[config.mk]
export PLATFORM = sky130hd
export DESIGN_NAME = breath_pressure_detector_top
export DESIGN_NICKNAME = d
export VERILOG_FILES = /design/src/hw/rtl/bpd_pkg.sv /design/src/hw/rtl/bpd_ctrl.sv /design/src/hw/rtl/bpd_datapath.sv /design/src/hw/rtl/breath_pressure_detector_top.sv
export SDC_FILE = /design/constraint.sdc
export NUM_CORES = 2
export LEC_CHECK = 0
export ABC_AREA = 1
export BUFFER_PORTS_ARGS = -buffer_cell sky130_fd_sc_hd__buf_4
export CAP_MARGIN = 10
export CORE_MARGIN = 8
export CORE_UTILIZATION = 50
export CTS_BUF_LIST = sky130_fd_sc_hd__clkbuf_4 sky130_fd_sc_hd__clkbuf_8
export CTS_CLUSTER_SIZE = 30
export DETAILED_ROUTE_END_ITERATION = 8
export GPL_TIMING_DRIVEN = 0
export PLACE_DENSITY = 0.66
export SETUP_SLACK_MARGIN = 0.4
export SYNTH_ARGS = -nofsm -noshare
export SYNTH_HDL_FRONTEND = slang
export SYNTH_SLANG_ARGS = --single-unit
[constraint.sdc]
create_clock -name clock -period 8.7 [get_ports clock]
set_input_delay 0.87 -clock clock [delete_from_list [all_inputs] [get_ports clock]]
set_output_delay 0.87 -clock clock [all_outputs]
set_load 0.01 [all_outputs]
[src/hw/rtl/bpd_pkg.sv]
// ----------------------------------------------------------------------------
// bpd_pkg
// shared widths, register indexes, reset values and control structs for the
// breath pressure detector
// ----------------------------------------------------------------------------
package bpd_pkg;

   // field widths
   localparam int SAMPLE_W  = 12;
   localparam int GAIN_W    = 20;
   localparam int THRESH_W  = 18;
   localparam int STABLE_W  = 8;
   localparam int P_W       = 19;   // signed q8 pressure
   localparam int BASE_W    = 19;   // baseline sum, wraps
   localparam int D_W       = 21;   // signed raw*cal - baseline
   localparam int PROD_W    = 42;   // d * gain
   localparam int GAIN_FRAC = 16;   // shift after the gain multiply
   localparam int RUN_W     = 8;

   // csr port
   localparam int CSR_ADDR_W = 2;
   localparam int CSR_DATA_W = 20;

   localparam logic [CSR_ADDR_W-1:0] CSR_PRESSURE_GAIN   = 2'd0;
   localparam logic [CSR_ADDR_W-1:0] CSR_THRESHOLD_Q8    = 2'd1;
   localparam logic [CSR_ADDR_W-1:0] CSR_STABLE_REQUIRED = 2'd2;

   localparam logic [GAIN_W-1:0]   GAIN_RESET   = 20'd38029;
   localparam logic [THRESH_W-1:0] THRESH_RESET = 18'd256;
   localparam logic [STABLE_W-1:0] STABLE_RESET = 8'd5;

   // default sizes
   localparam int WINDOW_DEFAULT      = 10;
   localparam int CAL_SAMPLES_DEFAULT = 100;

   // controller to datapath
   typedef struct packed {
      logic load;
      logic mult;
      logic store;
      logic sum_step;
      logic div_init;
      logic div_step;
      logic finish;
   } cmd_type;

   // datapath to controller
   typedef struct packed {
      logic cal_active;
      logic sum_last;
      logic div_last;
      logic out_free;
   } status_type;

endpackage

[src/hw/rtl/bpd_ctrl.sv]
// ----------------------------------------------------------------------------
// bpd_ctrl
// sequencer: accept, multiply, store, ring sum, divide, deliver
// ----------------------------------------------------------------------------
module bpd_ctrl (
   input  logic                clock,
   input  logic                reset,
   input  logic                req_tvalid,
   output logic                req_tready,
   input  bpd_pkg::status_type status,
   output bpd_pkg::cmd_type    cmd
);

   localparam logic [2:0] S_IDLE  = 3'd0;
   localparam logic [2:0] S_MULT  = 3'd1;
   localparam logic [2:0] S_STORE = 3'd2;
   localparam logic [2:0] S_SUM   = 3'd3;
   localparam logic [2:0] S_DIVI  = 3'd4;
   localparam logic [2:0] S_DIV   = 3'd5;
   localparam logic [2:0] S_DONE  = 3'd6;

   logic [2:0] state_ff;
   logic [2:0] state_in;

   assign req_tready = (state_ff == S_IDLE);

   always_comb begin
      state_in = state_ff;
      cmd      = '0;
      unique case (state_ff)
         S_IDLE: begin
            if (req_tvalid) begin
               cmd.load = 1'b1;
               // calibration words skip the whole pressure path
               state_in = status.cal_active ? S_DONE : S_MULT;
            end
         end
         S_MULT: begin
            cmd.mult = 1'b1;
            state_in = S_STORE;
         end
         S_STORE: begin
            cmd.store = 1'b1;
            state_in  = S_SUM;
         end
         S_SUM: begin
            cmd.sum_step = 1'b1;
            if (status.sum_last) state_in = S_DIVI;
         end
         S_DIVI: begin
            cmd.div_init = 1'b1;
            state_in     = S_DIV;
         end
         S_DIV: begin
            cmd.div_step = 1'b1;
            if (status.div_last) state_in = S_DONE;
         end
         S_DONE: begin
            if (status.out_free) begin
               cmd.finish = 1'b1;
               state_in   = S_IDLE;
            end
         end
         default: state_in = S_IDLE;
      endcase
   end

   always_ff @(posedge clock) begin
      if (reset) state_ff <= S_IDLE;
      else       state_ff <= state_in;
   end

endmodule

[src/hw/rtl/bpd_datapath.sv]
// ----------------------------------------------------------------------------
// bpd_datapath
// baseline, gain multiply, averaging ring, radix-4 divider, run detector,
// config registers and the result register
// ----------------------------------------------------------------------------
module bpd_datapath #(
   parameter int WINDOW      = bpd_pkg::WINDOW_DEFAULT,
   parameter int CAL_SAMPLES = bpd_pkg::CAL_SAMPLES_DEFAULT
) (
   input  logic                                  clock,
   input  logic                                  reset,
   input  bpd_pkg::cmd_type                      cmd,
   output bpd_pkg::status_type                   status,
   input  logic [bpd_pkg::SAMPLE_W-1:0]          pressure_sample,
   input  logic [bpd_pkg::SAMPLE_W-1:0]          gas_sample,
   input  logic                                  csr_we,
   input  logic [bpd_pkg::CSR_ADDR_W-1:0]        csr_addr,
   input  logic [bpd_pkg::CSR_DATA_W-1:0]        csr_wdata,
   input  logic                                  rsp_tready,
   output logic                                  rsp_tvalid,
   output logic                                  calibrating,
   output logic                                  blowing,
   output logic signed [bpd_pkg::P_W-1:0]        filtered_pressure,
   output logic [bpd_pkg::SAMPLE_W-1:0]          gas_reading
);

   localparam int P_W       = bpd_pkg::P_W;
   localparam int CNT_W     = $clog2(WINDOW + 1);
   localparam int IDX_W     = (WINDOW > 1) ? $clog2(WINDOW) : 1;
   localparam int SUM_W     = P_W + CNT_W;
   localparam int DIV_STEPS = (SUM_W + 1) / 2;
   localparam int DIV_W     = 2 * DIV_STEPS;
   localparam int STEP_W    = $clog2(DIV_STEPS);
   localparam int CAL_W     = (CAL_SAMPLES > 1) ? $clog2(CAL_SAMPLES + 1) : 1;
   localparam int PROD_W    = bpd_pkg::PROD_W;
   localparam int BASE_W    = bpd_pkg::BASE_W;
   localparam int D_W       = bpd_pkg::D_W;

   // config
   logic [bpd_pkg::GAIN_W-1:0]   gain_ff;
   logic [bpd_pkg::THRESH_W-1:0] thresh_ff;
   logic [bpd_pkg::STABLE_W-1:0] stable_ff;

   always_ff @(posedge clock) begin
      if (reset) begin
         gain_ff   <= bpd_pkg::GAIN_RESET;
         thresh_ff <= bpd_pkg::THRESH_RESET;
         stable_ff <= bpd_pkg::STABLE_RESET;
      end else if (csr_we) begin
         unique case (csr_addr)
            bpd_pkg::CSR_PRESSURE_GAIN:   gain_ff   <= csr_wdata[bpd_pkg::GAIN_W-1:0];
            bpd_pkg::CSR_THRESHOLD_Q8:    thresh_ff <= csr_wdata[bpd_pkg::THRESH_W-1:0];
            bpd_pkg::CSR_STABLE_REQUIRED: stable_ff <= csr_wdata[bpd_pkg::STABLE_W-1:0];
            default: ;
         endcase
      end
   end

   // state
   logic [BASE_W-1:0]               baseline_ff;
   logic [CAL_W-1:0]                cal_taken_ff;
   logic [IDX_W-1:0]                pos_ff;
   logic                            full_ff;
   logic [bpd_pkg::RUN_W-1:0]       run_ff;
   logic                            flag_ff;

   // working registers
   logic [bpd_pkg::SAMPLE_W-1:0]    raw_ff;
   logic [bpd_pkg::SAMPLE_W-1:0]    gas_ff;
   logic signed [D_W-1:0]           d_ff;
   logic signed [PROD_W-1:0]        prod_ff;
   logic signed [P_W-1:0]           ring_ff [WINDOW];
   logic [CNT_W-1:0]                cnt_ff;
   logic [IDX_W-1:0]                idx_ff;
   logic signed [SUM_W-1:0]         acc_ff;
   logic [DIV_W-1:0]                dvd_ff;
   logic [CNT_W-1:0]                rem_ff;
   logic [STEP_W-1:0]               step_ff;
   logic                            neg_ff;

   // result register
   logic                            out_valid_ff;
   logic                            out_cal_ff;
   logic                            out_blow_ff;
   logic signed [P_W-1:0]           out_filt_ff;
   logic [bpd_pkg::SAMPLE_W-1:0]    out_gas_ff;

   logic cal_active;
   assign cal_active = (cal_taken_ff < CAL_W'(CAL_SAMPLES));

   // raw*cal - baseline at accept
   logic [BASE_W-1:0]     raw_scaled;
   logic signed [D_W-1:0] d_in;
   assign raw_scaled = BASE_W'(pressure_sample) * BASE_W'(CAL_SAMPLES);
   assign d_in = $signed({2'b00, raw_scaled}) - $signed({2'b00, baseline_ff});

   // gain multiply
   logic signed [PROD_W-1:0] d_ext;
   logic signed [PROD_W-1:0] g_ext;
   logic signed [PROD_W-1:0] prod_in;
   assign d_ext   = PROD_W'(d_ff);
   assign g_ext   = $signed({{(PROD_W - bpd_pkg::GAIN_W){1'b0}}, gain_ff});
   assign prod_in = d_ext * g_ext;

   // floor shift and saturation to the q8 range
   logic signed [PROD_W-1:0] shifted;
   logic signed [P_W-1:0]    p_sat;
   logic                     ovf;
   assign shifted = prod_ff >>> bpd_pkg::GAIN_FRAC;
   assign ovf = !((&shifted[PROD_W-1:P_W-1]) || !(|shifted[PROD_W-1:P_W-1]));
   always_comb begin
      if (!ovf)                  p_sat = shifted[P_W-1:0];
      else if (shifted[PROD_W-1]) p_sat = {1'b1, {(P_W-1){1'b0}}};
      else                       p_sat = {1'b0, {(P_W-1){1'b1}}};
   end

   // ring position after this write
   logic             pos_wrap;
   logic [CNT_W-1:0] cnt_in;
   assign pos_wrap = (pos_ff == IDX_W'(WINDOW - 1));
   assign cnt_in   = (full_ff || pos_wrap) ? CNT_W'(WINDOW) : (CNT_W'(pos_ff) + 1'b1);

   // ring entry sign-extended into the accumulator
   logic signed [P_W-1:0]   ring_rd;
   logic signed [SUM_W-1:0] ring_ext;
   assign ring_rd  = ring_ff[idx_ff];
   assign ring_ext = SUM_W'(ring_rd);

   // divider: magnitude in, two quotient bits per step
   logic [SUM_W-1:0]  mag;
   logic [CNT_W:0]    t1, t0;
   logic              q1, q0;
   logic [CNT_W-1:0]  r1, r0;
   assign mag = acc_ff[SUM_W-1] ? SUM_W'(-acc_ff) : SUM_W'(acc_ff);

   always_comb begin
      t1 = {rem_ff, dvd_ff[DIV_W-1]};
      q1 = (t1 >= {1'b0, cnt_ff});
      r1 = q1 ? CNT_W'(t1 - {1'b0, cnt_ff}) : t1[CNT_W-1:0];
      t0 = {r1, dvd_ff[DIV_W-2]};
      q0 = (t0 >= {1'b0, cnt_ff});
      r0 = q0 ? CNT_W'(t0 - {1'b0, cnt_ff}) : t0[CNT_W-1:0];
   end

   // signed average, threshold compare and run counter
   logic [P_W:0]              quo;
   logic signed [P_W:0]       avg;
   logic                      above;
   logic [bpd_pkg::RUN_W-1:0] run_in;
   logic                      flag_in;
   assign quo   = dvd_ff[P_W:0];
   assign avg   = neg_ff ? -$signed(quo) : $signed(quo);
   assign above = (avg > $signed({2'b00, thresh_ff}));

   always_comb begin
      if (above) begin
         run_in  = (&run_ff) ? run_ff : run_ff + 1'b1;
         flag_in = flag_ff || (run_in >= stable_ff);
      end else begin
         run_in  = '0;
         flag_in = 1'b0;
      end
   end

   assign status.cal_active = cal_active;
   assign status.sum_last   = (CNT_W'(idx_ff) + 1'b1 == cnt_ff);
   assign status.div_last   = (step_ff == STEP_W'(DIV_STEPS - 1));
   assign status.out_free   = !out_valid_ff || rsp_tready;

   // control state
   always_ff @(posedge clock) begin
      if (reset) begin
         baseline_ff  <= '0;
         cal_taken_ff <= '0;
         pos_ff       <= '0;
         full_ff      <= 1'b0;
         run_ff       <= '0;
         flag_ff      <= 1'b0;
         out_valid_ff <= 1'b0;
      end else begin
         if (cmd.store) begin
            pos_ff <= pos_wrap ? '0 : pos_ff + 1'b1;
            if (pos_wrap) full_ff <= 1'b1;
         end
         if (cmd.finish) begin
            out_valid_ff <= 1'b1;
            if (cal_active) begin
               baseline_ff  <= baseline_ff + BASE_W'(raw_ff);
               cal_taken_ff <= cal_taken_ff + 1'b1;
            end else begin
               run_ff  <= run_in;
               flag_ff <= flag_in;
            end
         end else if (rsp_tready) begin
            out_valid_ff <= 1'b0;
         end
      end
   end

   // payload
   always_ff @(posedge clock) begin
      if (cmd.load) begin
         raw_ff <= pressure_sample;
         gas_ff <= gas_sample;
         d_ff   <= d_in;
      end
      if (cmd.mult) prod_ff <= prod_in;
      if (cmd.store) begin
         ring_ff[pos_ff] <= p_sat;
         cnt_ff          <= cnt_in;
         acc_ff          <= '0;
         idx_ff          <= '0;
      end
      if (cmd.sum_step) begin
         acc_ff <= acc_ff + ring_ext;
         idx_ff <= idx_ff + 1'b1;
      end
      if (cmd.div_init) begin
         dvd_ff  <= DIV_W'(mag);
         neg_ff  <= acc_ff[SUM_W-1];
         rem_ff  <= '0;
         step_ff <= '0;
      end
      if (cmd.div_step) begin
         dvd_ff  <= {dvd_ff[DIV_W-3:0], q1, q0};
         rem_ff  <= r0;
         step_ff <= step_ff + 1'b1;
      end
      if (cmd.finish) begin
         if (cal_active) begin
            out_cal_ff  <= 1'b1;
            out_blow_ff <= 1'b0;
            out_filt_ff <= '0;
            out_gas_ff  <= '0;
         end else begin
            out_cal_ff  <= 1'b0;
            out_blow_ff <= flag_in;
            out_filt_ff <= avg[P_W-1:0];
            out_gas_ff  <= flag_in ? gas_ff : '0;
         end
      end
   end

   assign rsp_tvalid        = out_valid_ff;
   assign calibrating       = out_cal_ff;
   assign blowing           = out_blow_ff;
   assign filtered_pressure = out_filt_ff;
   assign gas_reading       = out_gas_ff;

endmodule

[src/hw/rtl/breath_pressure_detector_top.sv]
// ----------------------------------------------------------------------------
// breath_pressure_detector_top
// baseline-calibrated pressure, moving average and debounced blow detection
// ----------------------------------------------------------------------------
//
//  channel  dir  ports                          word
//  req      in   req_tvalid/tready/tdata[23:0]  pressure_sample, gas_sample
//  rsp      out  rsp_tvalid/tready/tdata[31:0]  blowing, filtered_pressure,
//                rsp_tuser                      gas_reading; tuser calibrating
//  csr      in   csr_we/addr[1:0]/wdata[19:0]   gain, threshold, stable count
//
//  one word at a time; a calibration word goes from accept straight to the
//  delivery step; a measurement word passes through the multiply, the store,
//  the ring sum over n entries (one entry a cycle, n being the ring fill,
//  WINDOW once full), the divider setup and the divider (two bits a cycle,
//  12 steps) before the delivery step
//  the result register frees the input side: the next word is accepted while
//  a result waits, and only the final delivery step stalls on rsp_tready
//  reset (synchronous, active high) restarts calibration and clears the ring
//  fill, the run counter and the flag; config returns to its defaults
//
module breath_pressure_detector_top #(
   parameter int WINDOW      = bpd_pkg::WINDOW_DEFAULT,
   parameter int CAL_SAMPLES = bpd_pkg::CAL_SAMPLES_DEFAULT
) (
   input  logic                              clock,
   input  logic                              reset,
   // input stream
   input  logic                              req_tvalid,
   output logic                              req_tready,
   input  logic [23:0]                       req_tdata,  // pressure_sample, gas_sample
   // result stream
   output logic                              rsp_tvalid,
   input  logic                              rsp_tready,
   output logic [31:0]                       rsp_tdata,  // blowing, filtered_pressure, gas_reading
   output logic                              rsp_tuser,  // calibrating
   // config write port
   input  logic                              csr_we,
   input  logic [bpd_pkg::CSR_ADDR_W-1:0]    csr_addr,
   input  logic [bpd_pkg::CSR_DATA_W-1:0]    csr_wdata
);

   bpd_pkg::cmd_type    cmd;
   bpd_pkg::status_type status;

   // unpacked result fields
   logic                                calibrating;
   logic                                blowing;
   logic signed [bpd_pkg::P_W-1:0]      filtered_pressure;
   logic [bpd_pkg::SAMPLE_W-1:0]        gas_reading;

   // sequencer: owns the input handshake
   bpd_ctrl u_ctrl (
      .clock      (clock),
      .reset      (reset),
      .req_tvalid (req_tvalid),
      .req_tready (req_tready),
      .status     (status),
      .cmd        (cmd)
   );

   // arithmetic, state and the result register
   bpd_datapath #(
      .WINDOW      (WINDOW),
      .CAL_SAMPLES (CAL_SAMPLES)
   ) u_datapath (
      .clock             (clock),
      .reset             (reset),
      .cmd               (cmd),
      .status            (status),
      .pressure_sample   (req_tdata[11:0]),
      .gas_sample        (req_tdata[23:12]),
      .csr_we            (csr_we),
      .csr_addr          (csr_addr),
      .csr_wdata         (csr_wdata),
      .rsp_tready        (rsp_tready),
      .rsp_tvalid        (rsp_tvalid),
      .calibrating       (calibrating),
      .blowing           (blowing),
      .filtered_pressure (filtered_pressure),
      .gas_reading       (gas_reading)
   );

   // result word packing; blowing is the lowest field, gas_reading the highest
   assign rsp_tdata = {gas_reading, filtered_pressure, blowing};
   assign rsp_tuser = calibrating;

endmodule
==> impl_metrics.toml <==
[global_route]
antenna_found_initial = 1
grt_pass1_vias = 29360
grt_max_degree = 34
grt_pass1_wl_um = 157300
grt_remaining_overflow = 0
grt_usage_pct = 24.04

[sta]
tns_ns = 0
setup_slack_ns = 1.630
final_hold_viol_count = 0
fin_crit_ns = 7.070
slew_headroom_pct = 13.22
tightest_slew_ns = 1.288
clock_skew_ns = 0.05756
rsz0062_at_grt = "false"
slew_violations = 0
setup_violations = 0
period_share_pct = 81.27
clock.fmax_mhz = 141.4

[logic_synthesis]
synthFlopType = "edfxtp_1"
ys_seq_area_share_pct = 33.63
syn-instance-count = 4266
synth_cell_types = 52
async_flop_share_pct = 0
synth-edff-count = 356
yosys_warnings = 0
ys_ff_latch = 450
syn_nets = 4954
synth.avg_cell_area_um2 = 8.764
netlist_area_mm2 = 0.03739

[finish]
syn2layout_area_growth_pct = 10.23
layout_common_cells = "inv_1 (1007), nand2_1 (772), edfxtp_1 (356)"
mostFrequentLayoutCell = "inv_1"
nets = 5152
drive_gt1_share_pct = 6.933
fill_cells = 6877
final_cell_area_mm2 = 0.04121

[drt]
wl_um = 98890
drtAntennaViolNets = 0
routed_via_density = 5.256
drc_errors = 0
drt_pass1_iterations = 7
wl_per_cell_um = 17.98
vias = 28900
drt_iter0_markers = 2036

[min_path]
min_to = "u_datapath.gas_ff[8]$_DFFE_PP_"
hp-start = "req_tdata[20]"
whs_path_depth = 1
hp-class = "primary input to register"

[clock_tree]
cts_buffer_depth = 3
cts_setup_buffers = 0
htree_levels = 3
clk_latency_ns = 0.68
cts_hold_buf = 0
cts_buffers = 79
clock_sink_count = 450
cts_root_buf = "clkbuf_8"
cts_resized = 0
clk_pin_slew_ns = 0.06
cts_tree = "yes"

[critical_path]
rr_endpoint = "u_datapath.prod_ff[34]$_DFFE_PP_"
critPathTopFamily = "adder cells"
critPathKind = "register to register"
rrSetupSlack_ns = 1.63
critPathMaxStageDelay_ns = 0.57
r2r_cells = 23
slowest_stage = "buf_1"
r2r-start = "u_datapath.gain_ff[1]$_SDFFE_PP0P_"
cp-end-kind = "register"
start_kind = "register"
startpoint = "u_datapath.gain_ff[1]$_SDFFE_PP0P_"
cp_max_fo = 10
required_ns = 9.10
worstPathCellList = "clkbuf_1 > buf_1 > nand2_1 > fa_1 > fa_1 > inv_1 > fa_1 > fa_1 > fa_1 > fa_1 > inv_1 > fa_1 > inv_1 > ha_1 > a21o_1 > nand3_1 > nand2_1 > a21oi_1 > nor2_1 > a211oi_1 > nand2_1 > nand2_1 > nand2_1"
worstPathArrival_ns = 7.47
cp_common_cell = "fa_1"
path_buf_inv = 5

[floorplan]
num_io_pins = 86
die-area_mm2 = 0.08378
coreArea_mm2 = 0.07420
row_count = 100
start_util_pct = 50.39
die_height_um = 289.5
chipWidth_um = 289.5

[placed_design]
place_hpwl_um = 79150
place_ws_ns = 1.734
post_dp_cell_area_mm2 = 0.03958
place.gp.congestion = 0.9457
port_buffers = 84

[run]
maxCapViolCount = 0

[status]
status = "finished clean"
-- per-layer routing --
metal  global-route usage [%]  up-vias  wire length [um]
met3                    3.669      214              6064
met1                    30.92    13970             41820
met4                    9.468        0              4036
met5                        0        -                 0
met2                    40.64      881             46970
li1                         -    13840                 -
-- state kept, by name, summed over array words and instances (netlist names), 4 cells and up, named ones only --
register                      count
u_datapath.acc_ff                23
u_datapath.baseline_ff           19
u_datapath.cal_taken_ff           7
u_datapath.cnt_ff                 4
u_datapath.d_ff                  20
u_datapath.dvd_ff                24
u_datapath.filtered_pressure     19
u_datapath.gain_ff               20
u_datapath.gas_ff                12
u_datapath.gas_reading           12
u_datapath.idx_ff                 4
u_datapath.pos_ff                 4
u_datapath.prod_ff               25
u_datapath.raw_ff                12
u_datapath.rem_ff                 4
u_datapath.ring_ff              190
u_datapath.run_ff                 8
u_datapath.stable_ff              8
u_datapath.step_ff                4
u_datapath.thresh_ff             18
-- stage by stage --
stage | instances | utilization, % | hold slack, ns
finish | 5499 | 55.55 | 0.3916
global route | 5499 | 55.55 | 0.3510
CTS | 5490 | 55.46 | 0.3330
detailed placement | 5344 | 53.35 | 0.4439
global placement | 5319 | 52.87 | 0.4369
floorplan | 4266 | - | 0.4256
-- synth_stat cells (2+ instances only) --
| master | number | area share, % |
|---|---|---|
| nor2_4 | 4 | 0.12 |
| nand2_2 | 2 | 0.033 |
| nand3_1 | 113 | 1.5 |
| nand3_2 | 2 | 0.054 |
| a21oi_1 | 240 | 3.2 |
| clkbuf_1 | 118 | 1.2 |
| xnor2_1 | 28 | 0.66 |
| a21o_1 | 19 | 0.38 |
| nor4_1 | 8 | 0.13 |
| nand4_1 | 25 | 0.42 |
| xor2_1 | 73 | 1.7 |
| o21ai_0 | 251 | 3.4 |
| ha_1 | 306 | 10 |
| inv_1 | 1007 | 10 |
| edfxtp_1 | 356 | 29 |
| or2_2 | 13 | 0.22 |
| o31ai_1 | 4 | 0.080 |
| a31o_2 | 4 | 0.094 |
| a21boi_0 | 4 | 0.080 |
| nor2_1 | 238 | 2.4 |
| nor2_2 | 9 | 0.15 |
| nand2_1 | 772 | 7.8 |
| o21a_1 | 13 | 0.26 |
| dfxtp_1 | 94 | 5.0 |
| nor3_1 | 40 | 0.54 |
| mux2i_1 | 54 | 1.4 |
| o221ai_1 | 2 | 0.047 |
| a31oi_1 | 15 | 0.25 |
| nand3b_1 | 5 | 0.10 |
| fa_1 | 331 | 18 |
| clkinv_1 | 7 | 0.070 |
| o211ai_1 | 45 | 0.90 |
| buf_1 | 12 | 0.12 |
| buf_2 | 15 | 0.20 |
| a211oi_1 | 6 | 0.12 |
| o21ai_1 | 2 | 0.027 |
| o21bai_1 | 13 | 0.26 |
| inv_2 | 2 | 0.020 |
-- area by class of cell --
class / instances / area, um2 / share of cell area [%]
Tap cell: 969 / 1212 / 2.942
Timing Repair Buffer: 117 / 982.2 / 2.383
Multi-Input combinational cell: 2652 / 20470 / 49.66
Clock inverter: 47 / 305.3 / 0.7408
Sequential cell: 450 / 12570 / 30.50
Clock buffer: 99 / 1262 / 3.063
Buffer: 148 / 595.6 / 1.445
Inverter: 1016 / 3814 / 9.253
Antenna cell: 1 / 2.502 / 0.006072
-- how the worst max path moves through the flow --
stage,slack [ns],cells after the start,end
finish,1.63,23,u_datapath.prod_ff[34]$_DFFE_PP_
global route,1.33,21,u_datapath.prod_ff[29]$_DFFE_PP_
CTS,1.72,23,u_datapath.prod_ff[34]$_DFFE_PP_
detailed placement,1.73,23,u_datapath.prod_ff[34]$_DFFE_PP_
global placement,1.72,21,u_datapath.prod_ff[29]$_DFFE_PP_
floorplan,2.77,26,u_datapath.prod_ff[29]$_DFFE_PP_
-- logic make-up after synthesis --
logic type | after synthesis | synth area share, %
buffers and inverters | 1164 | 11.79
flip-flops | 450 | 33.63
multiplexers | 54 | 1.446
XOR/XNOR | 101 | 2.366
adder cells (fa/ha/maj) | 637 | 27.96
AND/OR/NAND/NOR | 1238 | 13.62
AO/OA/AOI/OAI | 622 | 9.183
Power is left out: the tool's default activity adds up to more than one toggle a clock period on the data nets, which glitch-free logic cannot reach.
